===== src/assert_macros.svh =====
// Assertion macros shared by the debounce block RTL.
// Included by modules that carry concurrent checks; no other dependencies.
`ifndef ASSERT_MACROS_SVH
`define ASSERT_MACROS_SVH

// Same-cycle implication, disabled while reset is asserted.
`define AST_IMPL(label, clk, rst_n, ante, cons, msg) \
    label: assert property (@(posedge clk) disable iff (!(rst_n)) (ante) |-> (cons)) \
        else $error(msg);

// Next-cycle implication, disabled while reset is asserted.
`define AST_NEXT(label, clk, rst_n, ante, cons, msg) \
    label: assert property (@(posedge clk) disable iff (!(rst_n)) (ante) |=> (cons)) \
        else $error(msg);

`endif


===== src/bdsl_pkg.sv =====
// Package for the button debounce block: widths, reset values, codes and types.
// Used by every module of the block; depends on nothing.
`timescale 1ns / 1ps
`default_nettype none

package bdsl_pkg;

    localparam int unsigned CntW = 8;

    localparam logic [CntW-1:0] DebounceTicksReset = 8'd3;
    localparam logic [CntW-1:0] LongTicksReset     = 8'd200;
    localparam logic [CntW-1:0] HoldMax            = 8'd255;

    // Configuration register indexes.
    localparam logic CFG_DEBOUNCE_TICKS = 1'b0;
    localparam logic CFG_LONG_TICKS     = 1'b1;

    typedef enum logic [1:0] {
        PH_IDLE    = 2'b00,
        PH_PRESSED = 2'b01,
        PH_LONG    = 2'b11
    } t_phase;

    typedef enum logic [1:0] {
        EV_NONE  = 2'd0,
        EV_DOWN  = 2'd1,
        EV_SHORT = 2'd2,
        EV_LONG  = 2'd3
    } t_press_event;

    typedef struct packed {
        t_press_event  press_event;
        logic          mode_flag;
        logic [CntW-1:0] code_number;
    } t_press_result;

endpackage

`default_nettype wire


===== src/bdsl_debounce.sv =====
// Debounce filter: holds the debounced key level and its run counter.
// Depends on bdsl_pkg.
`timescale 1ns / 1ps
`default_nettype none

module bdsl_debounce
    import bdsl_pkg::*;
(
    input  wire logic            i_clk,
    input  wire logic            i_rst_n,
    input  wire logic            i_en,
    input  wire logic            i_raw,
    input  wire logic [CntW-1:0] i_bounce_limit,
    output logic                 o_level
);

    logic            r_level;
    logic [CntW-1:0] r_count;
    logic            n_level;
    logic [CntW-1:0] n_count;

    always_comb begin
        n_level = r_level;
        n_count = '0;
        if (i_raw != r_level) begin
            // The count is compared before it advances, so the level follows
            // only after more than the limit of differing samples.
            if (r_count >= i_bounce_limit) begin
                n_level = i_raw;
            end else begin
                n_count = r_count + 1'b1;
            end
        end
    end

    always_ff @(posedge i_clk) begin
        if (!i_rst_n) begin
            r_level <= 1'b1;
            r_count <= '0;
        end else if (i_en) begin
            r_level <= n_level;
            r_count <= n_count;
        end
    end

    assign o_level = n_level;

endmodule

`default_nettype wire


===== src/bdsl_press_fsm.sv =====
// Press classifier: phase machine, hold counter, mode bit and code index.
// Depends on bdsl_pkg and assert_macros.svh.
`timescale 1ns / 1ps
`default_nettype none

`include "assert_macros.svh"

module bdsl_press_fsm
    import bdsl_pkg::*;
(
    input  wire logic            i_clk,
    input  wire logic            i_rst_n,
    input  wire logic            i_en,
    input  wire logic            i_level,
    input  wire logic [CntW-1:0] i_long_ticks,
    output t_press_result        o_result
);

    t_phase          r_phase;
    t_phase          n_phase;
    logic [CntW-1:0] r_hold;
    logic [CntW-1:0] n_hold;
    logic            r_mode;
    logic            n_mode;
    logic [CntW-1:0] r_code;
    logic [CntW-1:0] n_code;
    logic [CntW-1:0] hold_inc;
    t_press_event    ev;

    always_ff @(posedge i_clk) begin
        if (!i_rst_n) begin
            r_phase <= PH_IDLE;
            r_hold  <= '0;
            r_mode  <= 1'b0;
            r_code  <= '0;
        end else if (i_en) begin
            r_phase <= n_phase;
            r_hold  <= n_hold;
            r_mode  <= n_mode;
            r_code  <= n_code;
        end
    end

    // The hold count advances first while a press is in progress.
    assign hold_inc = (r_phase != PH_IDLE && r_hold != HoldMax) ? r_hold + 1'b1 : r_hold;

    always_comb begin
        n_phase = r_phase;
        n_hold  = hold_inc;
        n_mode  = r_mode;
        n_code  = r_code;
        ev      = EV_NONE;
        case (r_phase)
            PH_PRESSED: begin
                if (i_level) begin
                    ev      = EV_SHORT;
                    n_code  = r_code + 1'b1;
                    n_hold  = '0;
                    n_phase = PH_IDLE;
                end else if (hold_inc > i_long_ticks) begin
                    n_phase = PH_LONG;
                end
            end
            PH_LONG: begin
                if (i_level) begin
                    ev      = EV_LONG;
                    n_mode  = ~r_mode;
                    n_code  = '0;
                    n_hold  = '0;
                    n_phase = PH_IDLE;
                end
            end
            default: begin
                n_phase = PH_IDLE;
                if (!i_level) begin
                    ev      = EV_DOWN;
                    n_hold  = '0;
                    n_phase = PH_PRESSED;
                end
            end
        endcase
    end

    assign o_result.press_event = ev;
    assign o_result.mode_flag   = n_mode;
    assign o_result.code_number = n_code;

    `AST_IMPL(a_long_from_armed, i_clk, i_rst_n, i_en && ev == EV_LONG, r_phase == PH_LONG,
        "long release reported outside the long-armed phase")
    `AST_NEXT(a_short_advances_code, i_clk, i_rst_n, i_en && ev == EV_SHORT,
        r_code == $past(r_code) + 1'b1, "short release did not advance the code index")
    `AST_NEXT(a_hold_when_idle, i_clk, i_rst_n, !i_en,
        $stable(r_code) && $stable(r_mode) && $stable(r_phase),
        "press state changed without an item")

endmodule

`default_nettype wire


===== src/button_debounce_short_long_press.sv =====
// Channel  | Direction | Handshake              | Payload
// ---------+-----------+------------------------+---------------------------------------------
// in       | input     | i_in_valid/o_in_ready  | i_key_level
// out      | output    | o_out_valid/i_out_ready| o_press_event, o_stable_key, o_mode_flag,
//          |           |                        | o_code_number
// cfg      | input     | i_cfg_we (no wait)     | i_cfg_index, i_cfg_data
//
// One item per cycle sustained while results are taken; an accepted item's result is loaded into
// the result register when the item advances from the input register.
// An item sits in the input register, is classified combinationally and lands in the result register.
// While the result register is full and not taken, the input register holds one item and stalls.
// Reset is synchronous and active low; the thresholds return to 3 and 200 ticks.
// Depends on bdsl_pkg, bdsl_debounce, bdsl_press_fsm and assert_macros.svh.
`timescale 1ns / 1ps
`default_nettype none

`include "assert_macros.svh"

module button_debounce_short_long_press
    import bdsl_pkg::*;
(
    input  wire logic            i_clk,
    input  wire logic            i_rst_n,
    input  wire logic            i_in_valid,
    output logic                 o_in_ready,
    input  wire logic            i_key_level,
    output logic                 o_out_valid,
    input  wire logic            i_out_ready,
    output logic [1:0]           o_press_event,
    output logic                 o_stable_key,
    output logic                 o_mode_flag,
    output logic [CntW-1:0]      o_code_number,
    input  wire logic            i_cfg_we,
    input  wire logic            i_cfg_index,
    input  wire logic [CntW-1:0] i_cfg_data
);

    logic            r_cfg_we_q;
    logic [CntW-1:0] r_dbt;
    logic [CntW-1:0] r_long_ticks;
    logic            r_in_valid;
    logic            r_in_key;
    logic            r_out_valid;
    t_press_result   r_out;
    logic            r_out_key;
    logic            advance;
    logic            level;
    t_press_result   result;

    always_ff @(posedge i_clk) begin
        if (!i_rst_n) begin
            r_dbt        <= DebounceTicksReset;
            r_long_ticks <= LongTicksReset;
        end else if (i_cfg_we) begin
            case (i_cfg_index)
                CFG_DEBOUNCE_TICKS: r_dbt        <= i_cfg_data;
                CFG_LONG_TICKS:     r_long_ticks <= i_cfg_data;
                default:            r_dbt        <= r_dbt;
            endcase
        end
    end

    // Registered copy of the write strobe, watched by the configuration check below.
    always_ff @(posedge i_clk) begin
        if (!i_rst_n) begin
            r_cfg_we_q <= 1'b0;
        end else begin
            r_cfg_we_q <= i_cfg_we;
        end
    end

    assign advance    = r_in_valid && (!r_out_valid || i_out_ready);
    assign o_in_ready = !r_in_valid || advance;

    always_ff @(posedge i_clk) begin
        if (!i_rst_n) begin
            r_in_valid <= 1'b0;
        end else if (o_in_ready) begin
            r_in_valid <= i_in_valid;
        end
    end

    always_ff @(posedge i_clk) begin
        if (o_in_ready && i_in_valid) begin
            r_in_key <= i_key_level;
        end
    end

    bdsl_debounce u_debounce (
        .i_clk          (i_clk),
        .i_rst_n        (i_rst_n),
        .i_en           (advance),
        .i_raw          (r_in_key),
        .i_bounce_limit (r_dbt),
        .o_level        (level)
    );

    bdsl_press_fsm u_press_fsm (
        .i_clk        (i_clk),
        .i_rst_n      (i_rst_n),
        .i_en         (advance),
        .i_level      (level),
        .i_long_ticks (r_long_ticks),
        .o_result     (result)
    );

    always_ff @(posedge i_clk) begin
        if (!i_rst_n) begin
            r_out_valid <= 1'b0;
        end else if (advance) begin
            r_out_valid <= 1'b1;
        end else if (i_out_ready) begin
            r_out_valid <= 1'b0;
        end
    end

    always_ff @(posedge i_clk) begin
        if (advance) begin
            r_out     <= result;
            r_out_key <= level;
        end
    end

    assign o_out_valid   = r_out_valid;
    assign o_press_event = r_out.press_event;
    assign o_stable_key  = r_out_key;
    assign o_mode_flag   = r_out.mode_flag;
    assign o_code_number = r_out.code_number;

    `AST_NEXT(a_advance_loads_out, i_clk, i_rst_n, advance, r_out_valid,
        "item advanced but the result register is empty")
    `AST_NEXT(a_in_held_on_stall, i_clk, i_rst_n, r_in_valid && !advance,
        r_in_valid && $stable(r_in_key), "stalled item lost from the input register")
    `AST_IMPL(a_no_overwrite, i_clk, i_rst_n, r_out_valid && !i_out_ready, !advance,
        "result overwritten before it was taken")
    `AST_NEXT(a_cfg_strobe, i_clk, i_rst_n, i_cfg_we, r_cfg_we_q,
        "configuration strobe not registered")

endmodule

`default_nettype wire

===== config.mk =====
export PLATFORM = sky130hd
export DESIGN_NAME = button_debounce_short_long_press
export DESIGN_NICKNAME = d
export VERILOG_FILES = /design/src/bdsl_pkg.sv /design/src/bdsl_debounce.sv /design/src/bdsl_press_fsm.sv /design/src/button_debounce_short_long_press.sv
export VERILOG_INCLUDE_DIRS = /design/src /design/src/src
export SDC_FILE = /design/constraint.sdc
export NUM_CORES = 1
export LEC_CHECK = 0
export ABC_AREA = 1
export BUFFER_PORTS_ARGS = -buffer_cell sky130_fd_sc_hd__clkbuf_2
export CAP_MARGIN = 20
export CORE_ASPECT_RATIO = 0.5
export CORE_MARGIN = 2
export CORE_UTILIZATION = 40
export DETAILED_ROUTE_END_ITERATION = 7
export PLACE_DENSITY = 0.57
export SLEW_MARGIN = 25
export SYNTH_ARGS = -nofsm -noshare
export SYNTH_HDL_FRONTEND = slang
export SYNTH_HIERARCHICAL = 1
export SYNTH_SLANG_ARGS = --single-unit

===== constraint.sdc =====
create_clock -name i_clk -period 2.05 [get_ports i_clk]
set_input_delay 0.1025 -clock i_clk [delete_from_list [all_inputs] [get_ports i_clk]]
set_output_delay 0.1025 -clock i_clk [all_outputs]
set_load 0.005 [all_outputs]

==> metrics.md <==
| Metric | Value |
|---|---|
| Hold_sp | i_cfg_data[6] |
| Compound-cell area share of the yosys netlist | between 10% and 20% |
| Reg area | between 1000 and 1500 sq um |
| Fill cells | 772 |
| Worst setup path start | r_dbt[5]$_SDFFE_PN0P_ |
| Max VDD drop | 0.000388 V |
| EDFF count, synth | 13 |
| Setup crit end kind | flip-flop |
| Worst Hold Class | in2reg |
| Clock Latency Late Sink | 330 ps |
| Starting Density | 41.6% |
| Mapped Nets | 505 |
| Origin of the critical flop-to-flop path | r_dbt[5]$_SDFFE_PN0P_ |
| Fmax | 0.491 GHz |
| Period utilisation layout | 99.4% |
| R2R Setup Slk | 10 ps |
| Synth top area cells | dfxtp_1 (27%), nand2_1 (13%), edfxtp_1 (12%), inv_1 (7.7%), ha_1 (7.4%) |
| List of most frequent post-synthesis cells | nand2_1 (113), inv_1 (69), dfxtp_1 (46) |
| Async SR Flop Fraction | 0% |
| Hold Path End | r_long_ticks[6]$_SDFFE_PN1P_ |
| NumNets Final | 575 |
| FP Rows | 23 |
| Core Box Area | 8090 sq um |
| Die Footprint | 9200 sq um |
| Starting DRT DRC Count | 128 |
| Hpwl dp | 5280 um |
| Max-cap violations | 0 |
| Mux cell area share after synthesis | 0% |
| Root buffer cell | clkbuf_16 |
| Largest family of logic cells by synthesized area | simple AND/OR/NAND/NOR gates |
| Worst r2r path cells | 11 |
| Post-layout min period | a little over 2000 ps |
| Area share of fa/ha/maj cells after synthesis | about 7.4% |
| Die width | ~130 um |
| Total wire length | between 7000 and 8000 um |
| Number of cells produced by synthesis | 470 |
| Gr usage total | between 10% and 20% |
| Die height | 68.8 um |
| Yosys top cell area share | between 20% and 30% |
| Worst Tran Pin Value | around 520 ps |
| Overall power | around 0.0031 W |
| # IOs | 29 |
| Final Hold Viols | 0 |
| Pwr dens | 698 nW/um^2 |
| Status | complete, no violations |
| # port buffers | 28 |
| Setup Crit Path Kind | reg2reg |
| Post-route DRC | 0 |
| Via count | 3,086 |
| Hold depth | 3 |
| Slew HR | 65.3% |
| Clock buffer depth | 2 |
| Synth-to-Final Area Change | 32.9% |
| GPL Wtd Cong | 0.814 |
| Post-Route Skew | approximately 5.6 ps |
| Non-filler instance count after layout | 657 |
| Syn_area_per_cell | 7.15 sq um |
| Leakage power | 2.09 nW |
| Max FO, Critical Path | 8 |
| CTS tree | built |
| H-tree depth | 3 |
| Top-count cell post-synth | nand2_1 |
| Initial antenna violation count | 0 |
| Inst Count DP | about 630 |
| ANT cells | 0 |
| Post-route cell area | around 4500 sq um |
| Area leader, netlist | dfxtp_1 |
| Num CTS Buffers | 9 |
| Unrepaired setup endpoints after global routing | yes |
| DP Area | roughly 3800 sq um |
| DR vias/cell | about 4.7 |
| Post-synthesis cell type count | 32 |
| Synth Area in XOR/XNOR | 1.82% |
| Clk slew on worst S/H paths | 50 ps |
| Ys flop type | dfxtp_1 |
| Global route overflow | 0 |
| Antenna violation net count after detailed routing | 0 |
| Simple-Gate Fraction of Synth Area | just under 30% |
| Layout cell share with drive strength beyond 1 | 29.7% |
| DR WL/cell | 11.6 um |
| First-pass GRT wire length | 12,600 um |
| CP Launch Type | flip-flop |
| Req. time, crit path | 2290 ps |
| CTS Sinks | 59 |
| Area of the multi-input gates | 1950 sq um |
| Largest net degree at the start of global routing | 24 |
| Sequential share of the synthesized area | 39.0% |
| Synth Cell Area | 3360 sq um |
| Synth Register Bits | 59 |
| Vias in the first global route | about 2,800 |
| Fin. max-slew vios | 0 |
| Worst r2r dst | u_press_fsm/r_hold[1]$_SDFFE_PN0P_ |
| Setup violation total in the final timing report | 0 |
| Ys Warns | 6 |
| Pre-Repair DR Iteration Count | 4 |
| Arrival time worst endpoint | 2280 ps |
-- cells by family (layout without fill, tap and decap cells) --
| family | after synthesis | count (layout) |
|---|---|---|
| and+or+nand+nor | 224 | 224 |
| buffers and inverters | 92 | 167 |
| DFF | 59 | 59 |
| AOI/OAI and AO/OA | 68 | 68 |
| adders and majority gates | 20 | 20 |
| xor gates and xnor gates | 7 | 7 |
-- what timing repair did --
item | CTS | global route
hold endpoints to repair | 4 | 0
gates cloned | 0 | 0
pin swaps | 10 | 24
hold buffers | 4 | 0
resized for setup | 14 | 55
buffers inserted | 2 | 4
endpoints found under the setup margin | 24 | 28
-- through the flow --
step	TNS (ps)	hold slack (ps)	utilization, %	setup slack [ps]
after floorplan	0	201	-	15.7
after global placement	-39.2	281	47.3	-22.5
after detailed placement	-558	285	47.3	-94.5
after CTS	0	0.859	51.8	0.00244
after global routing	-2060	37.2	55.3	-162
final	0	14.2	55.3	11.9
-- layout make-up --
type | instances | area share, %
Multi-Input combinational cell | 319 | 43.7
Sequential cell | 59 | 29.6
Timing Repair Buffer | 67 | 10.1
Inverter | 84 | 7.42
Clock buffer | 14 | 5.91
Tap cell | 112 | 3.14
Clock inverter | 2 | 0.224
-- worst max-delay path: stages (launching register included) --
cell     delay, ps
dfxtp_1        320
inv_1           80
ha_4           250
a21oi_2        100
o21a_1         190
nand3_1        110
and2_4         210
nand2_2        100
inv_4           60
nor2_4         250
nand3_1        130
a21oi_1        150
-- report_power, final --
| part | total [W] | switching (W) | internal, W |
|---|---|---|---|
| clock | 0.00137 | 0.000494 | 0.000879 |
| sequential | 0.00130 | 0.0000407 | 0.00125 |
| combinational | 0.000450 | 0.000265 | 0.000185 |
-- registers in the layout, indices dropped and copies added, names as in the netlist, 2 cells and up --
signal	flops
r_long_ticks	8
o_press_event	2
u_debounce/r_count	8
o_code_number	8
u_press_fsm/r_hold	8
u_press_fsm/r_phase	2
r_dbt	8
u_press_fsm/r_code	8
-- worst max-delay path by stage --
stage	cells past startpoint	end	slack (ps)
floorplan	15	u_press_fsm/r_phase[1]$_SDFFE_PN0P_	20
global placement	14	o_code_number[5]$_DFFE_PP_	-20
detailed placement	14	o_code_number[5]$_DFFE_PP_	-90
CTS	15	u_press_fsm/r_phase[1]$_SDFFE_PN0P_	0.002
global route	19	o_code_number[5]$_DFFE_PP_	-160
finish	11	u_press_fsm/r_hold[1]$_SDFFE_PN0P_	10
-- cells in the final DEF (no fill, tap or decap), types with 5 or more instances in the layout --
cell	netlist	layout
a21oi_1	36	30
a21oi_2	0	6
buf_4	4	33
clkbuf_16	0	9
clkbuf_2	0	28
dfxtp_1	46	38
dfxtp_2	0	8
edfxtp_1	13	13
ha_1	20	10
ha_4	0	10
inv_1	69	67
inv_2	9	8
nand2_1	113	102
nand2_2	10	20
nand3_1	35	33
nand4_1	14	14
nor2_1	40	33
nor2_2	2	5
nor2_4	3	7
o21ai_0	18	13
o21ai_1	7	8
-- routing by layer --
layer | up-vias | track usage (%) | routed length (um) | share of wire (%)
met5 | - | 0 | 0 | 0
met4 | 0 | 7.18 | 111 | 1.5
met3 | 13 | 5.12 | 203 | 2.7
met2 | 27 | 28.4 | 3290 | 43
met1 | 1392 | 23.0 | 4000 | 53
li1 | 1654 | - | - | -
Power figures use the tool's default switching activity.
